## src/gradient_norm_clipper_core_assert.svh

```systemverilog
// assertion macros for the gradient norm clipper
`ifndef GRADIENT_NORM_CLIPPER_CORE_ASSERT_SVH
`define GRADIENT_NORM_CLIPPER_CORE_ASSERT_SVH
// implication checked on every rising clock edge outside reset
`define GNC_ASSERT_IMP(label, clk, rst, ante, cons) \
  label: assert property (@(posedge clk) disable iff (rst) (ante) |-> (cons)) \
    else $error("gnc check failed");
// next-cycle implication
`define GNC_ASSERT_NEXT(label, clk, rst, ante, cons) \
  label: assert property (@(posedge clk) disable iff (rst) (ante) |=> (cons)) \
    else $error("gnc check failed");
`endif

```

## src/gnc_pkg.sv

```systemverilog
// shared types and constants for the gradient norm clipper
package gnc_pkg;
  localparam int unsigned MaxElements = 64;
  localparam int unsigned AddrW = $clog2(MaxElements);
  localparam int unsigned CntW = AddrW + 1;
  localparam logic [30:0] ClipReset = 31'd65536;

  typedef struct packed {
    logic signed [31:0] grad_value;
    logic               is_final;
  } in_word_t;

  typedef struct packed {
    logic signed [31:0] clipped_value;
    logic               end_of_run;
    logic               was_scaled;
    logic               dropped_any;
  } out_word_t;

  // controller to datapath
  typedef struct packed {
    logic load;
    logic clear;
    logic sqrt_start;
    logic sqrt_step;
    logic div_start;
    logic div_step;
    logic rd_en;
    logic [AddrW-1:0] rd_addr;
  } dp_cmd_t;

  // datapath to controller
  typedef struct packed {
    logic [CntW-1:0] count;
    logic            full;
    logic            scale;
  } dp_status_t;
endpackage

```

## src/gnc_ctrl.sv

```systemverilog
// controller sequencing load, root, divide and emit
module gnc_ctrl (
  input  logic                clk,
  input  logic                rst,
  input  logic                in_valid,
  input  logic                in_final,
  output logic                in_ready,
  output gnc_pkg::dp_cmd_t    cmd,
  input  gnc_pkg::dp_status_t status,
  output logic                out_load,
  output logic                out_scaled_sel,
  output logic                out_last,
  output logic                dropped,
  output logic                scale_q,
  input  logic                out_free
);
  import gnc_pkg::*;

  typedef enum logic [2:0] {
    S_LOAD, S_SQRT, S_READ, S_PREP, S_DIV, S_PUSH
  } state_t;

  state_t          state;
  logic [5:0]      step;
  logic [AddrW-1:0] idx;
  logic [CntW-1:0]  n;

  assign in_ready = (state == S_LOAD);

  always_comb begin
    cmd = '0;
    cmd.load = (state == S_LOAD) && in_valid && !status.full;
    cmd.sqrt_start = (state == S_LOAD) && in_valid && in_final;
    cmd.sqrt_step = (state == S_SQRT);
    cmd.rd_en = (state == S_READ);
    cmd.rd_addr = idx;
    cmd.div_start = (state == S_PREP);
    cmd.div_step = (state == S_DIV);
    cmd.clear = (state == S_PUSH) && out_free && (CntW'(idx) + 1'b1 == n);
  end

  assign out_load = (state == S_PUSH) && out_free;
  assign out_scaled_sel = scale_q;
  assign out_last = (CntW'(idx) + 1'b1 == n);

  always_ff @(posedge clk) begin
    if (rst) begin
      state <= S_LOAD;
      dropped <= 1'b0;
      step <= '0;
      idx <= '0;
      n <= '0;
      scale_q <= 1'b0;
    end else begin
      unique case (state)
        S_LOAD: begin
          if (in_valid) begin
            if (status.full) dropped <= 1'b1;
            if (in_final) begin
              state <= S_SQRT;
              step <= '0;
              n <= status.full ? status.count : status.count + 1'b1;
            end
          end
        end
        S_SQRT: begin
          step <= step + 1'b1;
          if (step == 6'd31) begin
            state <= S_READ;
            idx <= '0;
          end
        end
        S_READ: begin
          scale_q <= status.scale;
          state <= S_PREP;
        end
        S_PREP: begin
          step <= '0;
          state <= scale_q ? S_DIV : S_PUSH;
        end
        S_DIV: begin
          step <= step + 1'b1;
          if (step == 6'd63) state <= S_PUSH;
        end
        S_PUSH: begin
          if (out_free) begin
            if (CntW'(idx) + 1'b1 == n) begin
              state <= S_LOAD;
              dropped <= 1'b0;
            end else begin
              idx <= idx + 1'b1;
              state <= S_READ;
            end
          end
        end
        default: state <= S_LOAD;
      endcase
    end
  end
endmodule

```

## config.mk

```make
export PLATFORM = sky130hd
export DESIGN_NAME = gnc_ctrl
export DESIGN_NICKNAME = d
export VERILOG_FILES = /design/src/gradient_norm_clipper_core_assert.svh /design/src/gnc_pkg.sv /design/src/gnc_ctrl.sv
export SDC_FILE = /design/constraint.sdc
export NUM_CORES = 1
export LEC_CHECK = 0
export ABC_AREA = 1
export BUFFER_PORTS_ARGS = -buffer_cell sky130_fd_sc_hd__clkbuf_2
export CORE_AREA = 5 5 62 59
export CTS_BUF_LIST = sky130_fd_sc_hd__clkbuf_8
export DETAILED_ROUTE_END_ITERATION = 6
export DIE_AREA = 0 0 67 64
export PLACE_DENSITY = 0.79
export SKIP_LAST_GASP = 1
export SLEW_MARGIN = 5
export SYNTH_ARGS = -nofsm -noshare
export SYNTH_HDL_FRONTEND = slang
export SYNTH_SLANG_ARGS = --single-unit
```

## constraint.sdc

```tcl
create_clock -name clk -period 2.2 [get_ports clk]
set_input_delay 0.44 -clock clk [delete_from_list [all_inputs] [get_ports clk]]
set_output_delay 0.44 -clock clk [all_outputs]
set_load 0.1 [all_outputs]
```

# After elaboration in Yosys (flattened, before gate mapping)
# Index checks and enable logic that the tools add are counted.
# word_totals
register_bits	24
input_bits	14
out_inout_bits	19
wordCells	63
# classes
add_sub_neg	4
eq_ne	16
n_mux	21
n_reduce_logical	16
# ops
op	count
2-to-1 mux 6 bit	5
case mux 3 bit (6 select lines)	1
case mux 6 bit (3 select lines)	1
2-to-1 mux 3 bit	5
adder 6 x 1 -> 6 bit, second input constant	2
case mux 6 bit (2 select lines)	1
!= test 2 bit, second input constant	5
AND reduction 5 bit	2
adder 6 x 1 -> 7 bit, second input constant	1
adder 7 x 1 -> 7 bit, second input constant	1
== test 7 bit	1
2-to-1 mux 7 bit	1
== test 3 x 2 -> 1 bit, second input constant	2
== test 3 bit, second input constant	2
== test 6 x 5 -> 1 bit, second input constant	1
== test 6 bit, second input constant	1
!= test 2 x 1 -> 1 bit, second input constant	3
AND reduction 3 bit	2
logical AND 1 bit	5
2-to-1 mux 1 bit	5
AND reduction 4 bit	1
nonzero test 2 bit	2
== test 3 x 1 -> 1 bit, second input constant	1
logical NOT 3 bit	1
other kinds (5)	5

# Depth between registers and ports, before layout
# Gate-level depths: netlist of run 1.
# depth
ltp_word	5
depth_mapped	16
mapped_depth_nobuf	16

# Worst setup path after synthesis of run 1
# Ideal clock, no wire load.
# synth_path
path_type	flip-flop to output port
from	reg idx[0]
to	out cmd[11] in the netlist's numbering
arrival_time_ns	3.385
t_required_ns	1.760
slack_ns	-1.625
stages_incl_launch_ff	12
path_buffers	0
cell_sequence	dfxtp_1 ha_1 nand2_2 nor2_1 nand2_1 nand2_1 nand3_1 nor2_1 nand2_1 inv_1 nand2_1 inv_1
# synth_lines
item	line	rtl
start, declared	gnc_ctrl.sv:25	logic [AddrW-1:0] idx;
start signal, assigned	gnc_ctrl.sv:91	idx <= idx + 1'b1;
end, declared	gnc_ctrl.sv:8	output gnc_pkg::dp_cmd_t cmd,

==> results of run 1 <==
==> through the flow <==
step | utilization (%) | setup TNS [ps] | area [um2] | worst slack [ps] | hold slack [ps]
3_3_place_gp | 65.7 | 0 | 1920 | 174 | 471
4_1_cts | 69.2 | -175 | 2020 | -113 | 385
6_report | 70.0 | -128 | 2050 | -84.4 | 379
2_1_floorplan | - | -622 | 1650 | -619 | 444
5_1_grt | 70.0 | -325 | 2050 | -190 | 396
3_5_place_dp | 65.7 | 0 | 1920 | 126 | 481
==> Yosys cell counts (all sizes together) <==
| master | count | area [um2] |
|---|---|---|
| inv | 37 | 139 |
| o21a | 1 | 7.51 |
| or2 | 1 | 6.26 |
| nand3 | 21 | 110 |
| nor3b | 1 | 7.51 |
| o21bai | 2 | 18.8 |
| o211ai | 1 | 7.51 |
| dfxtp | 24 | 480 |
| buf | 4 | 31.3 |
| nor2 | 35 | 149 |
| xor2 | 3 | 26.3 |
| clkbuf | 1 | 3.75 |
| xnor2 | 3 | 26.3 |
| ha | 3 | 37.5 |
| a31oi | 1 | 6.26 |
| a21oi | 15 | 78.8 |
| a211oi | 1 | 12.5 |
| nand3b | 1 | 7.51 |
| nor3 | 5 | 46.3 |
| o21ai | 15 | 82.6 |
| nand2 | 61 | 273 |
| o221ai | 1 | 8.76 |
==> cell type report <==
class	count	area [um2]
repair buffers	41	293
flip-flops and latches	24	504
inverters	37	146
well taps	42	52.6
clock buffers	4	55.1
multi-input cells	171	997
fillers	251	876
==> registers in the layout, summed over array words and instances (netlist names) <==
signal / flops
dropped: 1
idx: 6
n: 7
state: 3
step: 6
out_scaled_sel: 1
==> power by group through the flow <==
stage	sequential (mW)	combinational, mW	clock (mW)
2_1_floorplan	1.15	1.16	0
3_3_place_gp	0.738	1.87	0
3_5_place_dp	0.741	1.89	0
4_1_cts	0.729	1.96	0.313
5_1_grt	0.762	2.11	0.326
6_report	0.740	1.98	0.310
==> worst max-delay path by stage <==
stage | from | to | slack, ps
after global routing | idx[0]$_SDFFE_PP0P_ | cmd[11] | -190
after floorplan | idx[0]$_SDFFE_PP0P_ | cmd[11] | -620
final | idx[0]$_SDFFE_PP0P_ | cmd[11] | -80
after global placement | idx[0]$_SDFFE_PP0P_ | cmd[11] | 170
after detailed placement | idx[1]$_SDFFE_PP0P_ | cmd[11] | 130
after CTS | idx[0]$_SDFFE_PP0P_ | cmd[11] | -110
==> tightest hold or removal path: stages <==
cell,delay [ps]
clkbuf_2,80
inv_1,40
a21oi_1,50
==> what timing repair did <==
| item | CTS | global route |
|---|---|---|
| setup buffers | 5 | 0 |
| pin swaps | 5 | 9 |
| gates resized for setup | 4 | 8 |
| setup endpoints to repair | 1 | 2 |
==> cells by family after synthesis <==
family / Yosys count
XOR/XNOR: 6
adder cells (fa/ha/maj): 3
buffers and inverters: 42
AND/OR/NAND/NOR: 125
flip-flops: 24
AO/OA/AOI/OAI: 37
==> layer usage <==
| metal | up-vias | part of all wire (%) | track usage (%) |
|---|---|---|---|
| li1 | 835 | - | - |
| met1 | 682 | 49 | 24.0 |
| met2 | 55 | 45 | 26.7 |
| met4 | 0 | 0.47 | 3.54 |
| met3 | 2 | 5.8 | 3.33 |
| met5 | - | 0 | 0 |
==> impl_results.md, run 1 <==
* Final Cycle Share at 104%
* # hold bufs at CTS at 0
* Design Power at 3.03 mW
* Worst R2R Path Depth at 10
* Number of antenna violations at the first check in global routing at 0
* Hold Vio Cnt, Final at 0
* FF+latch count, synth at 24
* Lkg Pwr at 0.949 nW
* Internal power at 1.27 mW
* CP Class: flop to output port
* PD cells at 1480 mW/mm2
* Commonest non-fill, non-tap cell in the layout: nand2_1
* Routed vias at 1574
* Starting Density at 53.6%
* Max_cap viols at 0
* Comb power frac at 65.3%
* Multiplexer area fraction after synthesis at 0%
* Cell Area, Synth at 0.00157 mm2
* Io pins at 33
* Status: finished, violations left
* Avg Cell Area, Syn at 6.61 um2
* Net switching power at 1.76 mW
* Yosys warns at 0
* CORE AREA at 0.00292 mm2
* Sw Ratio at 58.1%
* Clock Latency Late Sink at 270 ps
* ANT nets after route at 0
* Clock power share at 10.2%
* Slowest-stage cell, CP: dfxtp_4
* Actual slew at the worst max-slew pin at 546 ps
* Initial drt markers at 78
* Routed wire length at 3600 um
* Synth Net Count at 254
* RSZ-0062 raised after global routing: true
* Final Wtd Congestion at 0.930
* Violated checks: setup timing
* Reg2Reg Setup Slack at 300 ps
* Max Fanout on Critical Path at 6
* Worst Skew at 3.56 ps
* Share of cells above drive strength 1 at 36.5%
* Vias in the first global route at 1384
* # clock sinks at 24
* N_diodes at 0
* Adder-Cell Fraction of Synth Area at 2.40%
* Data arrival, critical path at 1840 ps
* Complex-gate fraction of the synthesized area at 14.2%
* Routed vias/inst at 4.93
* H-tree lvl count at 1
* Post-Synthesis Cells at 237
* Reg power frac at 24.4%
* Required time worst endpoint at 1760 ps
* Max Slew Vio Count at 0
* Die Footprint at 0.00429 mm2
* First-pass DRT Iterations at 4
* Startpoint Class: flop
* Largest net degree at the start of global routing at 15
* Min-Delay Startpoint: status[0]
* Critical R2R Launch: step[0]$_SDFFE_PP0P_
* Worst rel slew slack at 63.7%
* Stages on worst setup path at 13
* Grt ovf at 0
* Seq/Total Area, Yosys at 30.7%
* First-pass GRT wire length at 5900 um
* Crit path time final at 2280 ps
* VDD IR max at 0.000778 V
* Total track usage at 17.0%
* Die Y at 64 um
* FF-to-FF End: state[0]$_SDFFE_PP0P_
* CTS clk-pin slew, worst paths at 90 ps
* Hold crit path type: primary input to flop
* Hold Path Depth at 3
* Slack of the critical path at -84.4 ps
* Standard-cell rows at 19
* Layout area overhead at 30.8%
* Crit. End Element: output port
* Dpl hpwl at 2780 um
* TritonCTS Buffers at 3
* Slowest stage delay, CP at 380 ps
* Unique masters post-synth at 37
* Wirelength per Cell at 11.3 um
* CTS tree: built
* Placed insts at 310
* Post-Synth Simple-Gate Area at 38.3%
* Most frequent cells in the layout: nand2_1, inv_1, clkbuf_2
* Clock buffer depth at 2
* Min-Delay Endpoint: out_scaled_sel$_SDFFE_PP0P_
* CP delay by family, top: simple AND/OR/NAND/NOR gates
* Fin nets at 295
* Synth Area in XOR/XNOR at 3.35%
* Die width at 67 um
* Cell Count, Final, Fillers Out at 319
* Crit-path cells: ha_4, nand2_4, inv_2, nand2_2, nand2_1, nand2_1, nand3_1, nor2_1, nand2_2, clkinvlp_4, nand2_4, clkinvlp_4, buf_12
* CP Buf/Inv Count at 4
* Fmax at 438 MHz
* Main combinational cell family by area after synthesis: simple AND/OR/NAND/NOR gates
* Final setup violation count at 2
* # DRC at 0
* Root buffer cell: clkbuf_8
* I/O Buffers at 32
(Power assumes the default switching activity.)
==> run 2: changes to the inputs <==
--- a/config.mk
+++ b/config.mk
@@ -7,10 +7,12 @@
 export LEC_CHECK = 0
 export ABC_AREA = 1
 export BUFFER_PORTS_ARGS = -buffer_cell sky130_fd_sc_hd__clkbuf_2
+export CAP_MARGIN = 25
 export CORE_AREA = 5 5 62 59
 export CTS_BUF_LIST = sky130_fd_sc_hd__clkbuf_8
 export DETAILED_ROUTE_END_ITERATION = 6
 export DIE_AREA = 0 0 67 64
+export HOLD_SLACK_MARGIN = 0.1
 export PLACE_DENSITY = 0.79
 export SKIP_LAST_GASP = 1
 export SLEW_MARGIN = 5
==> constraint.sdc (replaced) <==
create_clock -name clk -period 2.2 [get_ports clk]
set_input_delay 0.44 -clock clk [delete_from_list [all_inputs] [get_ports clk]]
set_output_delay 0.44 -clock clk [all_outputs]
set_load 0.01 [all_outputs]
==> impl_results.md, run 2 (synthesis gave the netlist of run 1 again) <==
* TritonCTS Buffers at 3
* Routed wire length at 3530 um
* # hold bufs at CTS at 0
* CTS tree: built
* Internal power at 1.28 mW
* Max Slew Vio Count at 0
* Grt ovf at 0
* Clock Latency Late Sink at 280 ps
* Required time worst endpoint at 1760 ps
* Wirelength per Cell at 11.1 um
* Die Footprint at 0.00429 mm2
* N_diodes at 0
* Slowest stage delay, CP at 380 ps
* Multi-input logic area at 957 um2
* Dpl hpwl at 2680 um
* Net switching power at 996 uW
* Biggest regs: n (7), idx (6), step (6)
* Met2 GRT Util at 26.0%
* ANT nets after route at 0
* # DRC at 0
* Worst rel slew slack at 66.3%
* Hold crit path type: primary input to flop
* Commonest non-fill, non-tap cell in the layout: nand2_1
* Max Fanout on Critical Path at 3
* Total track usage at 17.4%
* Most frequent cells in the layout: nand2_1, clkbuf_2, nor2_1
* Placed insts at 309
* Reg power frac at 31.4%
* Status: finished, final reports clean
* Root buffer cell: clkbuf_8
* Crit path time final at 2130 ps
* Data arrival, critical path at 1690 ps
* Final setup violation count at 0
* Setup_tns at 0 ps
* Die Y at 64 um
* Final instance area at 0.00194 mm2
* Hold Vio Cnt, Final at 0
* CORE AREA at 0.00292 mm2
* Crit-path cells: buf_6, nand2_2, nor2_2, nand3_2, nand3_2, nand2_1, nor2_1, nand2_1, inv_2, nand2_2, inv_2, buf_6
* Fmax at 469 MHz
* Share of cells above drive strength 1 at 31.3%
* Clock buffer depth at 2
* Layout Utilization at 66.2%
* Number of fill cells in the layout at 271
* Starting Density at 53.6%
* Final Cycle Share at 96.9%
* H-tree lvl count at 1
* First-pass DRT Iterations at 4
* GR peak layer: met2
* Routed vias/inst at 4.74
* M1 GR Usage at 24.1%
* GR Util met3 at 3.33%
* Die width at 67 um
* Cell Count, Final, Fillers Out at 317
* Standard-cell rows at 19
* Most flops, register: n
* Startpoint Class: flop
* Vias in the first global route at 1323
* Lkg Pwr at 0.931 nW
* Reg area at 493 um2
* Fin nets at 293
* Slowest-stage cell, CP: dfxtp_4
* CP Class: flop to output port
* Final Wtd Congestion at 0.876
* CP delay by family, top: simple AND/OR/NAND/NOR gates
* CP Buf/Inv Count at 4
* Routed vias at 1503
* I/O Buffers at 32
* CTS clk-pin slew, worst paths at 90 ps
* Number of flip-flops in the largest register at 7
* Comb power frac at 51.1%
* RSZ-0062 raised after global routing: true
* Worst Skew at 5.72 ps
* Io pins at 33
* # clock sinks at 24
* Number of antenna violations at the first check in global routing at 0
* Max_cap viols at 0
* Initial drt markers at 82
* Clock power share at 17.5%
* Actual slew at the worst max-slew pin at 505 ps
* Crit. End Element: output port
* Layout area overhead at 23.6%
* PD cells at 1180 mW/mm2
* Placed instance area at 0.00177 mm2
* First-pass GRT wire length at 5830 um
* VDD IR max at 0.000475 V
* Largest net degree at the start of global routing at 15
* Sw Ratio at 43.7%
-- run 2: cell count changes in the layout (fill, tap and decap cells not counted), sizes merged --
| cell | previous run | this run |
|---|---|---|
| buf | 15 | 8 |
| clkinvlp | 2 | 0 |
| bufinv | 0 | 1 |
| clkbuf | 30 | 34 |
| inv | 35 | 37 |
-- run 2: layout make-up --
cell class / count / area share [%]
multi-input combinational: 171 / 49.5
sequential: 24 / 25.5
timing repair buffer: 39 / 11.5
inverter: 37 / 7.18
tap: 42 / 2.71
clock buffer: 3 / 2.13
clock inverter: 1 / 1.55
-- run 2: worst paths after layout --
check / from / endpoint / slack (ps) / cells past startpoint
setup / recovery: idx[1]$_SDFFE_PP0P_ / cmd[11] / 70 / 12
hold / removal: status[0] / out_scaled_sel$_SDFFE_PP0P_ / 370 / 3
setup reg to reg: step[0]$_SDFFE_PP0P_ / state[0]$_SDFFE_PP0P_ / 290 / 10
hold reg to reg: step[1]$_SDFFE_PP0P_ / step[1]$_SDFFE_PP0P_ / 480 / 2
-- run 2: per-layer routing --
metal / vias to the layer above / wire length [um]
li1: 823 / -
met5: - / 0
met4: 0 / 80
met3: 7 / 154
met2: 34 / 1480
met1: 639 / 1820
-- run 2: power by group through the flow --
stage	registers, mW	logic [mW]	clock network [mW]
finish	0.715	1.16	0.400
CTS	0.693	1.12	0.404
detailed placement	0.690	1.06	0
floorplan	0.691	0.780	0
global route	0.735	1.30	0.422
global placement	0.683	1.05	0
-- run 2: tightest hold or removal path, cell delays in order --
cell	delay, ps
clkbuf_2	80
inv_1	40
a21oi_1	50
-- run 2: timing repair --
action	CTS	global route
gates resized for setup	9	16
pin swaps	2	13
buffers inserted	3	1
setup endpoints to repair	2	2
-- run 2: through the flow --
| step | total power [mW] | hold slack, ps | worst slack [ps] |
|---|---|---|---|
| global route | 2.45 | 403 | -93.4 |
| detailed placement | 1.75 | 470 | 152 |
| global placement | 1.73 | 472 | 227 |
| finish | 2.28 | 369 | 68.6 |
| floorplan | 1.47 | 444 | 286 |
| CTS | 2.21 | 368 | 26.1 |
==> run 3: changes to the inputs <==
--- a/config.mk
+++ b/config.mk
@@ -6,12 +6,12 @@
 export NUM_CORES = 1
 export LEC_CHECK = 0
 export ABC_AREA = 1
-export BUFFER_PORTS_ARGS = -buffer_cell sky130_fd_sc_hd__clkbuf_2
 export CAP_MARGIN = 25
-export CORE_AREA = 5 5 62 59
+export CORE_AREA = 5 5 58 55
 export CTS_BUF_LIST = sky130_fd_sc_hd__clkbuf_8
 export DETAILED_ROUTE_END_ITERATION = 6
-export DIE_AREA = 0 0 67 64
+export DIE_AREA = 0 0 63 60
+export DONT_BUFFER_PORTS = 1
 export HOLD_SLACK_MARGIN = 0.1
 export PLACE_DENSITY = 0.79
 export SKIP_LAST_GASP = 1
==> impl_results.md, run 3 (synthesis gave the netlist of run 1 again) <==
* Placed insts at 268
* VDD IR max at 0.000718 V
* Io pins at 33
* Lkg Pwr at 0.770 nW
* Final Wtd Congestion at 0.856
* CTS clk-pin slew, worst paths at 90 ps
* Required time worst endpoint at 1760 ps
* Total track usage at 17.8%
* Actual slew at the worst max-slew pin at 435 ps
* Placed instance area at 0.00161 mm2
* ANT nets after route at 0
* Setup_tns at 0 ps
* Number of antenna violations at the first check in global routing at 0
* Dpl hpwl at 2600 um
* Number of flip-flops in the largest register at 7
* Max Fanout on Critical Path at 3
* CORE AREA at 0.00259 mm2
* Layout area overhead at 8.47%
* Crit. End Element: output port
* Standard-cell rows at 18
* H-tree lvl count at 1
* Starting Density at 60.5%
* Design Power at 1.99 mW
* Most flops, register: n
* # clock sinks at 24
* Worst Skew at 7.68 ps
* Hold Vio Cnt, Final at 0
* I/O Buffers at 0
* Fmax at 486 MHz
* Share of cells above drive strength 1 at 19.1%
* Crit path time final at 2060 ps
* Biggest regs: n (7), idx (6), step (6)
* Routed wire length at 3250 um
* First-pass GRT wire length at 5460 um
* Commonest non-fill, non-tap cell in the layout: nand2_1
* Status: finished, final reports clean
* Clock Latency Late Sink at 260 ps
* Die Y at 60 um
* CP Class: flop to output port
* Wirelength per Cell at 12.0 um
* Fin nets at 260
* Clock buffer depth at 2
* Largest net degree at the start of global routing at 15
* Final hold slack at 230 ps
* Routed vias at 1444
* Initial drt markers at 60
* First-pass DRT Iterations at 4
* Final Cycle Share at 93.5%
* PD cells at 1170 mW/mm2
* Worst rel slew slack at 70.7%
* Final setup violation count at 0
* Slack of the critical path at 143 ps
* Post-Place Setup Slack at 325 ps
* Max Slew Vio Count at 0
* Data arrival, critical path at 1620 ps
* Die Footprint at 0.00378 mm2
* Vias in the first global route at 1249
* Layout Utilization at 65.6%
* Root buffer cell: clkbuf_8
* Startpoint Class: flop
* Routed vias/inst at 5.33
* # DRC at 0
* Hold crit path type: primary input to flop
* Final instance area at 0.00170 mm2
* Max_cap viols at 0
* Die width at 63 um
* TritonCTS Buffers at 3
* N_diodes at 0
* Most frequent cells in the layout: nand2_1, inv_1, nor2_1
* Grt ovf at 0
* CTS tree: built
* Cell Count, Final, Fillers Out at 271
run 3: cell count changes in the layout (fill, tap and decap cells not counted), sizes merged:
cell and delta:
clkbuf -31, buf -2, bufinv -1
run 3: where the power goes:
group          switching, mW  leakage, nW  internal [mW]
combinational          0.631        0.550          0.378
sequential             0.157        0.198          0.562
clock                  0.135       0.0216          0.122
run 3: final timing paths:
check                                          start  cells past startpoint  slack (ps)                    end
worst min-delay path                             rst                      1         230  state[0]$_SDFFE_PP0P_
worst min register to register  step[1]$_SDFFE_PP0P_                      2         490   step[1]$_SDFFE_PP0P_
worst max register to register  step[0]$_SDFFE_PP0P_                     10         350  state[1]$_SDFFE_PP0P_
worst max-delay path             idx[1]$_SDFFE_PP0P_                     13         140                cmd[11]
run 3: what timing repair did:
action | CTS | global route
gates resized for setup | 0 | 17
setup buffers | 0 | 0
hold buffers | 0 | 0
endpoints found under the setup margin | 0 | 2
run 3: critical path: stages (launching register included):
cell and delay, ps:
dfxtp_4 370, ha_4 150, inv_1 50, nand2_1 100, nand2_1 60, nand2_1 50
nand2_1 60, nor2_1 80, nand2_1 50, nor2_1 80, nand2_1 100, inv_2 70
nand2_2 60, inv_2 70
run 3: cell type report:
type	count	area, um2
Multi-Input combinational cell	171	940
Fill cell	236	891
Sequential cell	24	489
Inverter	37	139
Timing Repair Buffer	6	52.6
Clock buffer	3	41.3
Tap cell	30	37.5
run 3: per-layer routing:
layer	vias up	part of all wire, %	GRT usage, %
met5	-	0	0
met4	0	0.43	4.55
met3	2	8.1	4.89
met2	50	44	28.6
met1	630	48	23.6
li1	762	-	-
